### src/hdl/cac_pkg.sv
// Package for the address classifier: class codes, character constants and
// the per-byte character class record. Depends on nothing.
package cac_pkg;

  localparam int unsigned COUNT_W = 6;
  localparam logic [COUNT_W-1:0] COUNT_MAX = 6'd63;

  localparam int unsigned PAT_BTC  = 0;
  localparam int unsigned PAT_ETH  = 1;
  localparam int unsigned PAT_LTC  = 2;
  localparam int unsigned PAT_XRP  = 3;
  localparam int unsigned PAT_USDT = 4;
  localparam int unsigned NUM_PAT  = 5;

  typedef enum logic [2:0] {
    CLS_INVALID = 3'd0,
    CLS_BTC     = 3'd1,
    CLS_ETH     = 3'd2,
    CLS_LTC     = 3'd3,
    CLS_XRP     = 3'd4,
    CLS_USDT    = 3'd5
  } addr_class_t;

  typedef enum logic [1:0] {
    PFX_NONE    = 2'd0,
    PFX_SHORT   = 2'd1,
    PFX_PARTIAL = 2'd2,
    PFX_BC1     = 2'd3
  } prefix_t;

  localparam logic [7:0] CH_ZERO  = 8'h30;
  localparam logic [7:0] CH_ONE   = 8'h31;
  localparam logic [7:0] CH_THREE = 8'h33;
  localparam logic [7:0] CH_L     = 8'h4c;
  localparam logic [7:0] CH_M     = 8'h4d;
  localparam logic [7:0] CH_T     = 8'h54;
  localparam logic [7:0] CH_B     = 8'h62;
  localparam logic [7:0] CH_C     = 8'h63;
  localparam logic [7:0] CH_R     = 8'h72;
  localparam logic [7:0] CH_X     = 8'h78;

  typedef struct packed {
    logic base58;
    logic hex;
    logic zero;
    logic one;
    logic three;
    logic upper_l;
    logic upper_m;
    logic upper_t;
    logic lower_b;
    logic lower_c;
    logic lower_r;
    logic lower_x;
  } char_class_t;

endpackage

### src/hdl/cac_char_class.sv
// Character decoder for the address classifier: marks which classes and
// literal bytes the current character matches. Depends on cac_pkg.
module cac_char_class (
  input  logic [7:0]          character,
  output cac_pkg::char_class_t cls
);
  import cac_pkg::*;

  always_comb begin
    cls.base58  = (character >= 8'h31 && character <= 8'h39) ||
                  (character >= 8'h41 && character <= 8'h48) ||
                  (character >= 8'h4a && character <= 8'h4e) ||
                  (character >= 8'h50 && character <= 8'h5a) ||
                  (character >= 8'h61 && character <= 8'h6b) ||
                  (character >= 8'h6d && character <= 8'h7a);
    cls.hex     = (character >= 8'h30 && character <= 8'h39) ||
                  (character >= 8'h61 && character <= 8'h66) ||
                  (character >= 8'h41 && character <= 8'h46);
    cls.zero    = (character == CH_ZERO);
    cls.one     = (character == CH_ONE);
    cls.three   = (character == CH_THREE);
    cls.upper_l = (character == CH_L);
    cls.upper_m = (character == CH_M);
    cls.upper_t = (character == CH_T);
    cls.lower_b = (character == CH_B);
    cls.lower_c = (character == CH_C);
    cls.lower_r = (character == CH_R);
    cls.lower_x = (character == CH_X);
  end

endmodule

### src/hdl/cac_tracker.sv
// Pattern tracker for the address classifier: holds the byte count, prefix
// state and live flags, and forms the class code used on the last byte.
// Depends on cac_pkg.
module cac_tracker (
  input  logic                 clk,
  input  logic                 rst_n,
  input  logic                 accept,
  input  logic                 last,
  input  cac_pkg::char_class_t cls,
  output cac_pkg::addr_class_t result
);
  import cac_pkg::*;

  logic [COUNT_W-1:0] count_r, count_nxt;
  prefix_t            prefix_r, prefix_nxt;
  logic [NUM_PAT-1:0] alive_r, alive_nxt;
  logic [NUM_PAT-1:0] kill;
  logic               first;

  always_comb begin
    first      = (count_r == '0);
    kill       = '0;
    prefix_nxt = prefix_r;

    if (alive_r[PAT_BTC]) begin
      if (first) begin
        if (cls.one || cls.three) begin
          prefix_nxt = PFX_SHORT;
        end else if (cls.lower_b) begin
          prefix_nxt = PFX_PARTIAL;
        end else begin
          kill[PAT_BTC] = 1'b1;
        end
      end else if (prefix_r == PFX_PARTIAL) begin
        if (count_r == COUNT_W'(1)) begin
          kill[PAT_BTC] = !cls.lower_c;
        end else if (cls.one) begin
          prefix_nxt = PFX_BC1;
        end else begin
          kill[PAT_BTC] = 1'b1;
        end
      end else begin
        kill[PAT_BTC] = !cls.base58;
      end
    end

    if (first) begin
      kill[PAT_ETH] = !cls.zero;
    end else if (count_r == COUNT_W'(1)) begin
      kill[PAT_ETH] = !cls.lower_x;
    end else begin
      kill[PAT_ETH] = !cls.hex;
    end

    kill[PAT_LTC]  = first ? !(cls.upper_l || cls.upper_m) : !cls.base58;
    kill[PAT_XRP]  = first ? !cls.lower_r : !cls.base58;
    kill[PAT_USDT] = first ? !cls.upper_t : !cls.base58;

    alive_nxt = alive_r & ~kill;
    count_nxt = (count_r == COUNT_MAX) ? count_r : count_r + COUNT_W'(1);

    if (alive_nxt[PAT_BTC] && prefix_nxt == PFX_SHORT &&
        count_nxt >= COUNT_W'(26) && count_nxt <= COUNT_W'(35)) begin
      result = CLS_BTC;
    end else if (alive_nxt[PAT_BTC] && prefix_nxt == PFX_BC1 &&
                 count_nxt >= COUNT_W'(28) && count_nxt <= COUNT_W'(37)) begin
      result = CLS_BTC;
    end else if (alive_nxt[PAT_ETH] && count_nxt == COUNT_W'(42)) begin
      result = CLS_ETH;
    end else if (alive_nxt[PAT_LTC] && count_nxt >= COUNT_W'(26) &&
                 count_nxt <= COUNT_W'(35)) begin
      result = CLS_LTC;
    end else if (alive_nxt[PAT_XRP] && count_nxt == COUNT_W'(34)) begin
      result = CLS_XRP;
    end else if (alive_nxt[PAT_USDT] && count_nxt == COUNT_W'(34)) begin
      result = CLS_USDT;
    end else begin
      result = CLS_INVALID;
    end
  end

  always_ff @(posedge clk) begin
    if (!rst_n) begin
      count_r  <= '0;
      prefix_r <= PFX_NONE;
      alive_r  <= '1;
    end else if (accept) begin
      if (last) begin
        count_r  <= '0;
        prefix_r <= PFX_NONE;
        alive_r  <= '1;
      end else begin
        count_r  <= count_nxt;
        prefix_r <= prefix_nxt;
        alive_r  <= alive_nxt;
      end
    end
  end

endmodule

### src/hdl/crypto_address_classifier.sv
// Address classifier top level: one byte per transaction in, one class code
// out after the last byte; out_tvalid rises in the cycle after it is accepted.
// Throughput is one byte per cycle while the output register can take a result.
// A result waiting in the output register holds off the input until it is taken.
// Synchronous active-low reset clears the tracker to its start state and
// empties the output register. Depends on cac_pkg, cac_char_class, cac_tracker.
module crypto_address_classifier (
  input  logic       clk,
  input  logic       rst_n,
  input  logic       in_tvalid,
  output logic       in_tready,
  input  logic [7:0] in_tdata,   // [7:0] character
  input  logic       in_tlast,
  output logic       out_tvalid,
  input  logic       out_tready,
  output logic [7:0] out_tdata   // [2:0] address_class, [7:3] zero
);
  import cac_pkg::*;

  char_class_t cls;
  addr_class_t result;
  addr_class_t class_r;
  logic        valid_r;
  logic        accept;

  assign in_tready = !valid_r || out_tready;
  assign accept    = in_tvalid && in_tready;

  cac_char_class u_char_class (
    .character (in_tdata),
    .cls       (cls)
  );

  cac_tracker u_tracker (
    .clk    (clk),
    .rst_n  (rst_n),
    .accept (accept),
    .last   (in_tlast),
    .cls    (cls),
    .result (result)
  );

  always_ff @(posedge clk) begin
    if (!rst_n) begin
      valid_r <= 1'b0;
    end else if (accept && in_tlast) begin
      valid_r <= 1'b1;
    end else if (out_tready) begin
      valid_r <= 1'b0;
    end
  end

  always_ff @(posedge clk) begin
    if (accept && in_tlast) begin
      class_r <= result;
    end
  end

  assign out_tvalid = valid_r;
  assign out_tdata  = {5'b0, class_r};

`ifndef ASSERT_OFF
  a_last_gives_result: assert property (@(posedge clk) disable iff (!rst_n)
    (in_tvalid && in_tready && in_tlast) |=> out_tvalid)
    else $error("last byte did not produce a result");

  a_ready_when_empty: assert property (@(posedge clk) disable iff (!rst_n)
    !out_tvalid |-> in_tready)
    else $error("input stalled with an empty output register");

  a_class_range: assert property (@(posedge clk) disable iff (!rst_n)
    out_tvalid |-> (out_tdata[7:0] <= 8'd5))
    else $error("class code out of range");

  a_result_holds: assert property (@(posedge clk) disable iff (!rst_n)
    (out_tvalid && !out_tready) |=> (out_tvalid && $stable(out_tdata)))
    else $error("stalled result changed");
`endif

endmodule
### config.mk
export PLATFORM = sky130hd
export DESIGN_NAME = crypto_address_classifier
export DESIGN_NICKNAME = d
export VERILOG_FILES = /design/src/hdl/cac_pkg.sv /design/src/hdl/cac_char_class.sv /design/src/hdl/cac_tracker.sv /design/src/hdl/crypto_address_classifier.sv
export SDC_FILE = /design/constraint.sdc
export NUM_CORES = 1
export LEC_CHECK = 0
export ABC_AREA = 1
export BUFFER_PORTS_ARGS = -buffer_cell sky130_fd_sc_hd__buf_2
export CORE_ASPECT_RATIO = 0.6
export CORE_MARGIN = 8
export CORE_UTILIZATION = 62
export DETAILED_ROUTE_END_ITERATION = 7
export GPL_TIMING_DRIVEN = 1
export PLACE_DENSITY = 0.85
export SKIP_LAST_GASP = 1
export SLEW_MARGIN = 10
export SYNTH_ARGS = -nofsm -noshare
export SYNTH_HDL_FRONTEND = slang
export SYNTH_SLANG_ARGS = --single-unit
### constraint.sdc
create_clock -name clk -period 3 [get_ports clk]
set_input_delay 0.6 -clock clk [delete_from_list [all_inputs] [get_ports clk]]
set_output_delay 0.6 -clock clk [all_outputs]
set_load 0.05 [all_outputs]
==> results.sh, run 1 <==
export IMPL_min_to="u_tracker.prefix_r[0]$_SDFFE_PN0P_"
export IMPL_required_ps=3030
export IMPL_end_kind="flop"
export IMPL_dr_pass1_iters=5
export IMPL_synthTopCellsByCount="90 x nand2_1, 36 x inv_1, 34 x nor2_1, 17 x a21oi_1, 17 x nand3_1"
export IMPL_hold_path_class="reg2reg"
export IMPL_antenna_found_initial=0
export IMPL_synth_top_area_share_pct=19.9
export IMPL_path_max_fanout=6
export IMPL_drive_gt1_share_pct=17.9
export IMPL_core_area_um2=2560
export IMPL_syn_avg_cell_area_um2=5.87
export IMPL_maxCapViolations=0
export IMPL_cp_arrival_ps=2150
export IMPL_clock_latency_ps=260
export IMPL_fin_tns_setup_ps=0
export IMPL_cts_tree="done"
export IMPL_clock_power_share_pct=31.3
export IMPL_vdd_ir_drop_worst_mv=0.244
export IMPL_tightest_slew_ps=709
export IMPL_seq_power_share_pct=43.3
export IMPL_grt_max_degree=11
export IMPL_setup_slack_ps=881
export IMPL_power_density_nw_per_um2=312
export IMPL_synthFlopType="dfxtp_1"
export IMPL_overflow=0
export IMPL_vias=1820
export IMPL_die_x_um=83.6
export IMPL_cts_resized=0
export IMPL_drt_iter0_markers=193
export IMPL_cts_max_level=1
export IMPL_r2r_end="class_r[1]$_SDFFCE_PP0P_"
export IMPL_holdBufCountCts=0
export IMPL_ys_ff_latch=17
export IMPL_synthCells=290
export IMPL_worst_setup_path_start_kind="flop"
export IMPL_pwr_share_comb_pct=25.4
export IMPL_synth_area_leaders="nand2_1 20%, dfxtp_1 16%, inv_1 7.9%, nor2_1 7.5%, edfxtp_1 5.3%"
export IMPL_netlist_area_um2=1700
export IMPL_power_internal_mw=0.373
export IMPL_synthToLayoutAreaGrowth_pct=7.57
export IMPL_post_dp_hpwl_um=3450
export IMPL_skew_ps=2.54
export IMPL_slew_limit_headroom_pct=52.2
export IMPL_power_share_switching_pct=34.7
export IMPL_synth_edf_count=3
export IMPL_grt_pass1_wl_um=6930
export IMPL_period_minus_slack_ps=2120
export IMPL_antennaDiodeCount=0
export IMPL_initial_core_util_pct=66.5
export IMPL_r2r_slack_ps=880
export IMPL_yosys_area_top_type="nand2_1"
export IMPL_grt_pass1_vias=1485
export IMPL_detail_route_wl_per_cell_um=12.4
export IMPL_placed_cell_area_um2=1780
export IMPL_p_switching_mw=0.198
export IMPL_core_rowCount=14
export IMPL_routed_via_density=5.37
export IMPL_place_congestion=0.948
export IMPL_leakagePower_nw=0.946
export IMPL_dp_slack_ps=733
export IMPL_die_area_um2=4730
export IMPL_whs_path_depth=2
export IMPL_r2r_start="u_tracker.count_r[0]$_SDFFE_PN0P_"
export IMPL_clkSinkCount=17
export IMPL_clock_root_buffer="clkbuf_8"
export IMPL_max_freq_mhz=472
export IMPL_io_pins=23
export IMPL_hold_violations=0
export IMPL_clk_pin_slew_ps=70
export IMPL_drv_slew=0
export IMPL_hold_start="u_tracker.prefix_r[0]$_SDFFE_PN0P_"
export IMPL_fin_area_um2=1830
export IMPL_yosysWarnings=0
export IMPL_portBuffers=17
export IMPL_post_cts_buffers=0
export IMPL_yosysMostFrequentCell="nand2_1"
export IMPL_outcome="finished, final reports clean"
export IMPL_globalRouteTotalUtil_pct=17.6
export IMPL_ant_nets=0
export IMPL_route_detailed_drc=0
export IMPL_r2r_cells=12
export IMPL_finalCritPeriodShare_pct=70.6
export IMPL_cts_buffers=3
export IMPL_synth_cell_type_count=33
export IMPL_wl_um=4220
export IMPL_setup_viol=0
export IMPL_path_class="reg2reg"
export IMPL_grt_setup_unrepaired="no"
export IMPL_ys_seq_area_share_pct=21.8
export IMPL_async_flop_share_pct=0
export IMPL_clockBufferDepth=2
export IMPL_nets=325
export IMPL_die_h_um=56.6
[cells in the final DEF (no fill, tap or decap), drive strengths merged]
cell type  count
clkbuf         3
dfxtp         14
a21oi         19
clkinv         1
o31ai          2
o21ai         16
a2bb2oi        1
nand2         96
xor2           1
nand4          7
nand3         21
or2            1
o22ai          2
a31oi          1
inv           44
nor2          45
edfxtp         3
nor3           3
ha             4
conb           5
buf           18
[layer usage]
metal  vias to the layer above  share of wire, %  global-route usage, %
met5                         -                 0                      0
met4                         0              0.45                   5.87
li1                        943                 -                      -
met1                       784                52                   26.7
met3                         3                14                   7.91
met2                        90                33                   19.8
[worst max-delay path, cell delays in order (launching register included)]
cell,delay (ps)
dfxtp_1,460
ha_1,290
nand4_1,130
a21oi_2,310
nand2_1,80
nand2_1,100
nand2_1,50
nor2_1,150
nand2_1,90
nand2_1,70
nand2_1,70
nand2_1,60
inv_1,30
[metrics by stage]
| step | cells | util (%) | hold slack, ps | total power, mW |
|---|---|---|---|---|
| finish | 339 | 71.6 | 485 | 0.572 |
| global route | 339 | 71.6 | 502 | 0.598 |
| CTS | 339 | 71.6 | 488 | 0.570 |
| detailed placement | 335 | 69.8 | 478 | 0.393 |
| global placement | 335 | 69.8 | 467 | 0.392 |
| floorplan | 294 | - | 432 | 0.362 |
[worst max path at each step]
stage,startpoint,endpoint,slack (ps),cells past startpoint
after global routing,u_tracker.count_r[0]$_SDFFE_PN0P_,class_r[1]$_SDFFCE_PP0P_,670,12
after floorplan,in_tdata[0],class_r[0]$_SDFFCE_PP1P_,1030,13
after detailed placement,in_tdata[7],class_r[1]$_SDFFCE_PP0P_,730,17
after global placement,in_tdata[7],class_r[1]$_SDFFCE_PP0P_,740,17
final,u_tracker.count_r[0]$_SDFFE_PN0P_,class_r[1]$_SDFFCE_PP0P_,880,12
after CTS,u_tracker.count_r[0]$_SDFFE_PN0P_,class_r[1]$_SDFFCE_PP0P_,910,12
[final cells by class]
type                       count  area, um2
clock buffer                   3       41.3
clock inverter                 1       5.00
fill                         226        727
inverter                      44        165
multi-input combinational    224       1120
sequential                    17        370
tap                           32       40.0
timing repair buffer          18       92.6
[state kept, by name, indices dropped and copies added (netlist names)]
register	flops
u_tracker.count_r	6
out_tvalid	1
u_tracker.alive_r	5
class_r	3
u_tracker.prefix_r	2
[power by group through the flow]
stage,Sequential (mW),Clock (mW),Combinational [mW]
floorplan,0.258,0,0.104
global placement,0.252,0,0.140
detailed placement,0.252,0,0.141
CTS,0.247,0.182,0.141
global route,0.248,0.191,0.160
finish,0.248,0.179,0.145
[kinds of logic after synthesis]
| family | after synthesis | share of synthesized area (%) |
|---|---|---|
| compound gates | 41 | 13.5 |
| buf+inv | 53 | 13.5 |
| simple gates | 173 | 47.6 |
| fa+ha+maj | 4 | 2.94 |
| other cells | 1 | 0.220 |
| xor+xnor | 1 | 0.515 |
| flops | 17 | 21.8 |
Power figures use the tool's default switching activity.
==> run 2, diff against run 1 <==
--- a/config.mk
+++ b/config.mk
@@ -9,10 +9,10 @@
 export BUFFER_PORTS_ARGS = -buffer_cell sky130_fd_sc_hd__buf_2
 export CORE_ASPECT_RATIO = 0.6
 export CORE_MARGIN = 8
-export CORE_UTILIZATION = 62
+export CORE_UTILIZATION = 58
 export DETAILED_ROUTE_END_ITERATION = 7
 export GPL_TIMING_DRIVEN = 1
-export PLACE_DENSITY = 0.85
+export PLACE_DENSITY = 0.8
 export SKIP_LAST_GASP = 1
 export SLEW_MARGIN = 10
 export SYNTH_ARGS = -nofsm -noshare
==> constraint.sdc (replaced) <==
create_clock -name clk -period 2.2 [get_ports clk]
set_input_delay 0.44 -clock clk [delete_from_list [all_inputs] [get_ports clk]]
set_output_delay 0.44 -clock clk [all_outputs]
set_load 0.05 [all_outputs]
==> results.sh, run 2 (same netlist as run 1, synthesis figures left out) <==
export IMPL_outcome="finished, final reports clean"
export IMPL_wl_um=4490
export IMPL_clkSinkCount=17
export IMPL_place_congestion=1.03
export IMPL_vdd_ir_drop_worst_mv=0.252
export IMPL_routed_via_density=5.26
export IMPL_io_pins=23
export IMPL_core_rowCount=15
export IMPL_grt_setup_unrepaired="no"
export IMPL_drv_slew=0
export IMPL_ant_nets=0
export IMPL_top_regs="u_tracker.count_r: 6 flops, u_tracker.alive_r: 5 flops, class_r: 3 flops"
export IMPL_core_area_um2=2830
export IMPL_grt_pass1_vias=1528
export IMPL_route_detailed_drc=0
export IMPL_drive_gt1_share_pct=19.3
export IMPL_max_freq_mhz=489
export IMPL_clock_power_share_pct=30.7
export IMPL_clock_root_buffer="clkbuf_8"
export IMPL_cts_max_level=1
export IMPL_regArea_um2=370
export IMPL_end_kind="flop"
export IMPL_maxCapViolations=0
export IMPL_worst_setup_path_start_kind="flop"
export IMPL_power_internal_mw=0.514
export IMPL_seq_power_share_pct=42.8
export IMPL_detail_route_wl_per_cell_um=12.7
export IMPL_max_flop_register="u_tracker.count_r"
export IMPL_drt_iter0_markers=172
export IMPL_clk_pin_slew_ps=70
export IMPL_period_minus_slack_ps=2050
export IMPL_final_common_cell="nand2_1"
export IMPL_hold_path_class="in2reg"
export IMPL_setup_viol=0
export IMPL_hold_violations=0
export IMPL_finalCritPeriodShare_pct=93.0
export IMPL_globalRouteTotalUtil_pct=17.8
export IMPL_portBuffers=17
export IMPL_die_h_um=58.0
export IMPL_initial_core_util_pct=60.0
export IMPL_path_max_fanout=7
export IMPL_overflow=0
export IMPL_synthToLayoutAreaGrowth_pct=10.7
export IMPL_clockBufferDepth=2
export IMPL_holdBufCountCts=0
export IMPL_cp_arrival_ps=2070
export IMPL_power_share_switching_pct=34.6
export IMPL_cts_buffers=3
export IMPL_pwr_share_comb_pct=26.6
export IMPL_path_class="reg2reg"
export IMPL_finalPower_mw=0.785
export IMPL_dr_pass1_iters=5
export IMPL_nets=329
export IMPL_skew_ps=8.38
export IMPL_die_area_um2=4980
export IMPL_largest_reg_flops=6
export IMPL_fin_tns_setup_ps=0
export IMPL_leakagePower_nw=0.965
export IMPL_vias=1857
export IMPL_post_dp_hpwl_um=3590
export IMPL_required_ps=2220
export IMPL_antennaDiodeCount=0
export IMPL_grt_pass1_wl_um=7140
export IMPL_power_density_nw_per_um2=417
export IMPL_clock_latency_ps=260
export IMPL_grt_max_degree=11
export IMPL_nFillCells=268
export IMPL_cts_tree="done"
export IMPL_final_cell_mix="90 x nand2_1, 36 x inv_1, 34 x nor2_1"
export IMPL_p_switching_mw=0.271
export IMPL_antenna_found_initial=0
export IMPL_die_x_um=85.9
export IMPL_multi_input_area_um2=1130
-- run 2: cell types whose count changed in the layout (fill, tap and decap cells not counted) --
cell	before	now
buf_4	1	5
a21oi_2	2	1
ha_1	4	3
a21oi_4	0	1
ha_2	0	1
-- run 2: critical path, stage by stage, from the launching register on --
cell and delay (ps):
dfxtp_1 420, ha_2 270, nand3_4 120, nor2_8 190
xor2_1 250, nand2_1 110, nand3_1 80, nand2_1 50
nand2_1 50, nand2_1 70, a21oi_1 130, nor2_1 70
-- run 2: final cells by class --
type	count	area share [%]
tap	42	2.79
multi-input combinational	224	59.8
clock inverter	1	0.266
inverter	44	8.77
sequential	17	19.7
clock buffer	3	2.19
timing repair buffer	22	6.51
-- run 2: power groups by stage --
| stage | Sequential [mW] | Clock (mW) | Combinational, mW |
|---|---|---|---|
| 2_1_floorplan | 0.352 | 0 | 0.142 |
| 3_3_place_gp | 0.342 | 0 | 0.204 |
| 3_5_place_dp | 0.342 | 0 | 0.202 |
| 4_1_cts | 0.335 | 0.242 | 0.203 |
| 5_1_grt | 0.336 | 0.257 | 0.229 |
| 6_report | 0.336 | 0.241 | 0.209 |
-- run 2: path summary, 6_finish.rpt --
path	start	end	depth (start not counted)	slack [ps]
worst max-delay path	u_tracker.count_r[1]$_SDFFE_PN0P_	class_r[2]$_SDFFCE_PP0P_	11	150
worst min-delay path	rst_n	out_tvalid$_SDFFE_PN0P_	3	390
worst max register to register	u_tracker.count_r[1]$_SDFFE_PN0P_	class_r[2]$_SDFFCE_PP0P_	11	150
worst min register to register	u_tracker.alive_r[4]$_SDFFE_PN1P_	u_tracker.alive_r[4]$_SDFFE_PN1P_	2	490
-- run 2: repair_timing --
item	in CTS	in global routing
gates resized for setup	0	2
buffers inserted	0	0
setup endpoints to repair	0	2
-- run 2: metal layers --
metal,GRT usage (%),vias to the layer above,wire length (um)
met2,20.6,105,1500
met3,7.18,4,581
met4,2.48,0,9
li1,-,949,-
met1,28.3,799,2390
met5,0,-,0
-- run 2: through the flow --
| stage | cells | hold slack (ps) | cell area (um2) | utilization, % | setup WS, ps |
|---|---|---|---|---|---|
| detailed placement | 349 | 468 | 1830 | 64.5 | 118 |
| finish | 353 | 390 | 1880 | 66.4 | 153 |
| global placement | 349 | 465 | 1830 | 64.5 | 49.8 |
| floorplan | 294 | 432 | 1720 | - | 247 |
| CTS | 353 | 390 | 1870 | 66.1 | 184 |
| global route | 353 | 426 | 1880 | 66.4 | 2.63 |
==> run 3, diff against run 2 <==
--- a/config.mk
+++ b/config.mk
@@ -9,10 +9,10 @@
 export BUFFER_PORTS_ARGS = -buffer_cell sky130_fd_sc_hd__buf_2
 export CORE_ASPECT_RATIO = 0.6
 export CORE_MARGIN = 8
-export CORE_UTILIZATION = 58
+export CORE_UTILIZATION = 62
 export DETAILED_ROUTE_END_ITERATION = 7
 export GPL_TIMING_DRIVEN = 1
-export PLACE_DENSITY = 0.8
+export PLACE_DENSITY = 0.85
 export SKIP_LAST_GASP = 1
 export SLEW_MARGIN = 10
 export SYNTH_ARGS = -nofsm -noshare
==> constraint.sdc (replaced) <==
create_clock -name clk -period 2.5 [get_ports clk]
set_input_delay 0.5 -clock clk [delete_from_list [all_inputs] [get_ports clk]]
set_output_delay 0.5 -clock clk [all_outputs]
set_load 0.05 [all_outputs]
==> results.sh, run 3 (same netlist as run 1, synthesis figures left out) <==
export IMPL_core_rowCount=14
export IMPL_cts_tree="done"
export IMPL_path_class="reg2reg"
export IMPL_cp_arrival_ps=2200
export IMPL_drive_gt1_share_pct=18.4
export IMPL_grt_max_degree=11
export IMPL_largest_reg_flops=6
export IMPL_finalPower_mw=0.694
export IMPL_postLayoutCoreUtil_pct=72.2
export IMPL_vias=1918
export IMPL_power_density_nw_per_um2=376
export IMPL_finalCritPeriodShare_pct=86.7
export IMPL_max_flop_register="u_tracker.count_r"
export IMPL_final_common_cell="nand2_1"
export IMPL_hold_violations=0
export IMPL_cts_buffers=3
export IMPL_path_max_fanout=7
export IMPL_maxCapViolations=0
export IMPL_route_detailed_drc=0
export IMPL_routed_via_density=5.62
export IMPL_post_cts_buffers=0
export IMPL_antenna_found_initial=0
export IMPL_drt_iter0_markers=234
export IMPL_worst_setup_path_start_kind="flop"
export IMPL_grt_pass1_vias=1599
export IMPL_required_ps=2530
export IMPL_clock_root_buffer="clkbuf_8"
export IMPL_end_kind="flop"
export IMPL_setup_viol=0
export IMPL_cts_max_level=1
export IMPL_clockBufferDepth=2
export IMPL_final_cell_mix="90 x nand2_1, 36 x inv_1, 34 x nor2_1"
export IMPL_power_share_switching_pct=35.1
export IMPL_globalRouteTotalUtil_pct=18.8
export IMPL_power_internal_mw=0.450
export IMPL_detail_route_wl_per_cell_um=13.3
export IMPL_wl_um=4550
export IMPL_dr_pass1_iters=5
export IMPL_post_dp_hpwl_um=3620
export IMPL_p_switching_mw=0.244
export IMPL_max_freq_mhz=461
export IMPL_die_x_um=83.6
export IMPL_nets=327
export IMPL_core_area_um2=2560
export IMPL_clk_pin_slew_ps=70
export IMPL_die_area_um2=4730
export IMPL_overflow=0
export IMPL_drv_slew=0
export IMPL_antennaDiodeCount=0
export IMPL_hold_path_class="in2reg"
export IMPL_place_congestion=0.951
export IMPL_outcome="finished, final reports clean"
export IMPL_seq_power_share_pct=42.8
export IMPL_holdBufCountCts=0
export IMPL_top_regs="u_tracker.count_r: 6 flops, u_tracker.alive_r: 5 flops, class_r: 3 flops"
export IMPL_synthToLayoutAreaGrowth_pct=8.46
export IMPL_pwr_share_comb_pct=25.9
export IMPL_leakagePower_nw=0.956
export IMPL_period_minus_slack_ps=2170
export IMPL_io_pins=23
export IMPL_ant_nets=0
export IMPL_skew_ps=0.586
export IMPL_initial_core_util_pct=66.5
export IMPL_cts_resized=0
export IMPL_grt_setup_unrepaired="no"
export IMPL_grt_pass1_wl_um=7450
export IMPL_clkSinkCount=17
export IMPL_fin_tns_setup_ps=0
export IMPL_die_h_um=56.6
export IMPL_portBuffers=17
export IMPL_clock_power_share_pct=31.3
export IMPL_clock_latency_ps=260
export IMPL_vdd_ir_drop_worst_mv=0.383
[run 3: changes by cell type in the layout (fill, tap and decap cells not counted)]
cell     delta
buf_4       -2
a21oi_2     +1
a21oi_4     -1
ha_1        +1
ha_2        -1
[run 3: per-layer routing]
| metal | vias to the layer above | global-route usage, % | routed length [um] |
|---|---|---|---|
| met1 | 835 | 28.0 | 2200 |
| met5 | - | 0 | 0 |
| met3 | 10 | 7.19 | 664 |
| li1 | 948 | - | - |
| met4 | 0 | 4.16 | 47 |
| met2 | 125 | 23.7 | 1640 |
[run 3: final timing paths]
check | from | endpoint | slack, ps | cells after the start
setup reg to reg | u_tracker.count_r[0]$_SDFFE_PN0P_ | class_r[1]$_SDFFCE_PP0P_ | 330 | 13
hold reg to reg | u_tracker.prefix_r[1]$_SDFFE_PN0P_ | u_tracker.prefix_r[1]$_SDFFE_PN0P_ | 490 | 2
setup / recovery | u_tracker.count_r[0]$_SDFFE_PN0P_ | class_r[1]$_SDFFCE_PP0P_ | 330 | 13
hold / removal | rst_n | out_tvalid$_SDFFE_PN0P_ | 460 | 3
[run 3: stage by stage]
stage,hold slack (ps),cell area [um2],setup WS [ps],std cells
after floorplan,432,1720,547,294
after global placement,466,1800,345,337
after detailed placement,480,1800,338,337
after CTS,459,1850,363,341
after global routing,484,1850,103,341
final,455,1850,331,341
[run 3: layout make-up]
class | count | area, um2
multi-input cells | 224 | 1120
clock inverters | 1 | 5.00
fillers | 221 | 712
clock buffers | 3 | 41.3
repair buffers | 20 | 108
well taps | 32 | 40.0
inverters | 44 | 165
flip-flops and latches | 17 | 370
[run 3: critical path, cell delays in order (launching register included)]
cell	delay, ps
dfxtp_1	470
ha_1	310
nand3_4	130
nor2_8	180
xor2_1	230
nand2_1	120
nand3_1	100
nand2_1	60
nand2_1	60
nand2_1	70
nand2_1	60
nand2_1	60
nand2_1	50
inv_1	30
[run 3: power groups by stage]
stage,clock [mW],combinational (mW),sequential (mW)
2_1_floorplan,0,0.125,0.310
3_3_place_gp,0,0.170,0.302
3_5_place_dp,0,0.173,0.303
4_1_cts,0.213,0.174,0.297
5_1_grt,0.232,0.195,0.298
6_report,0.217,0.179,0.297
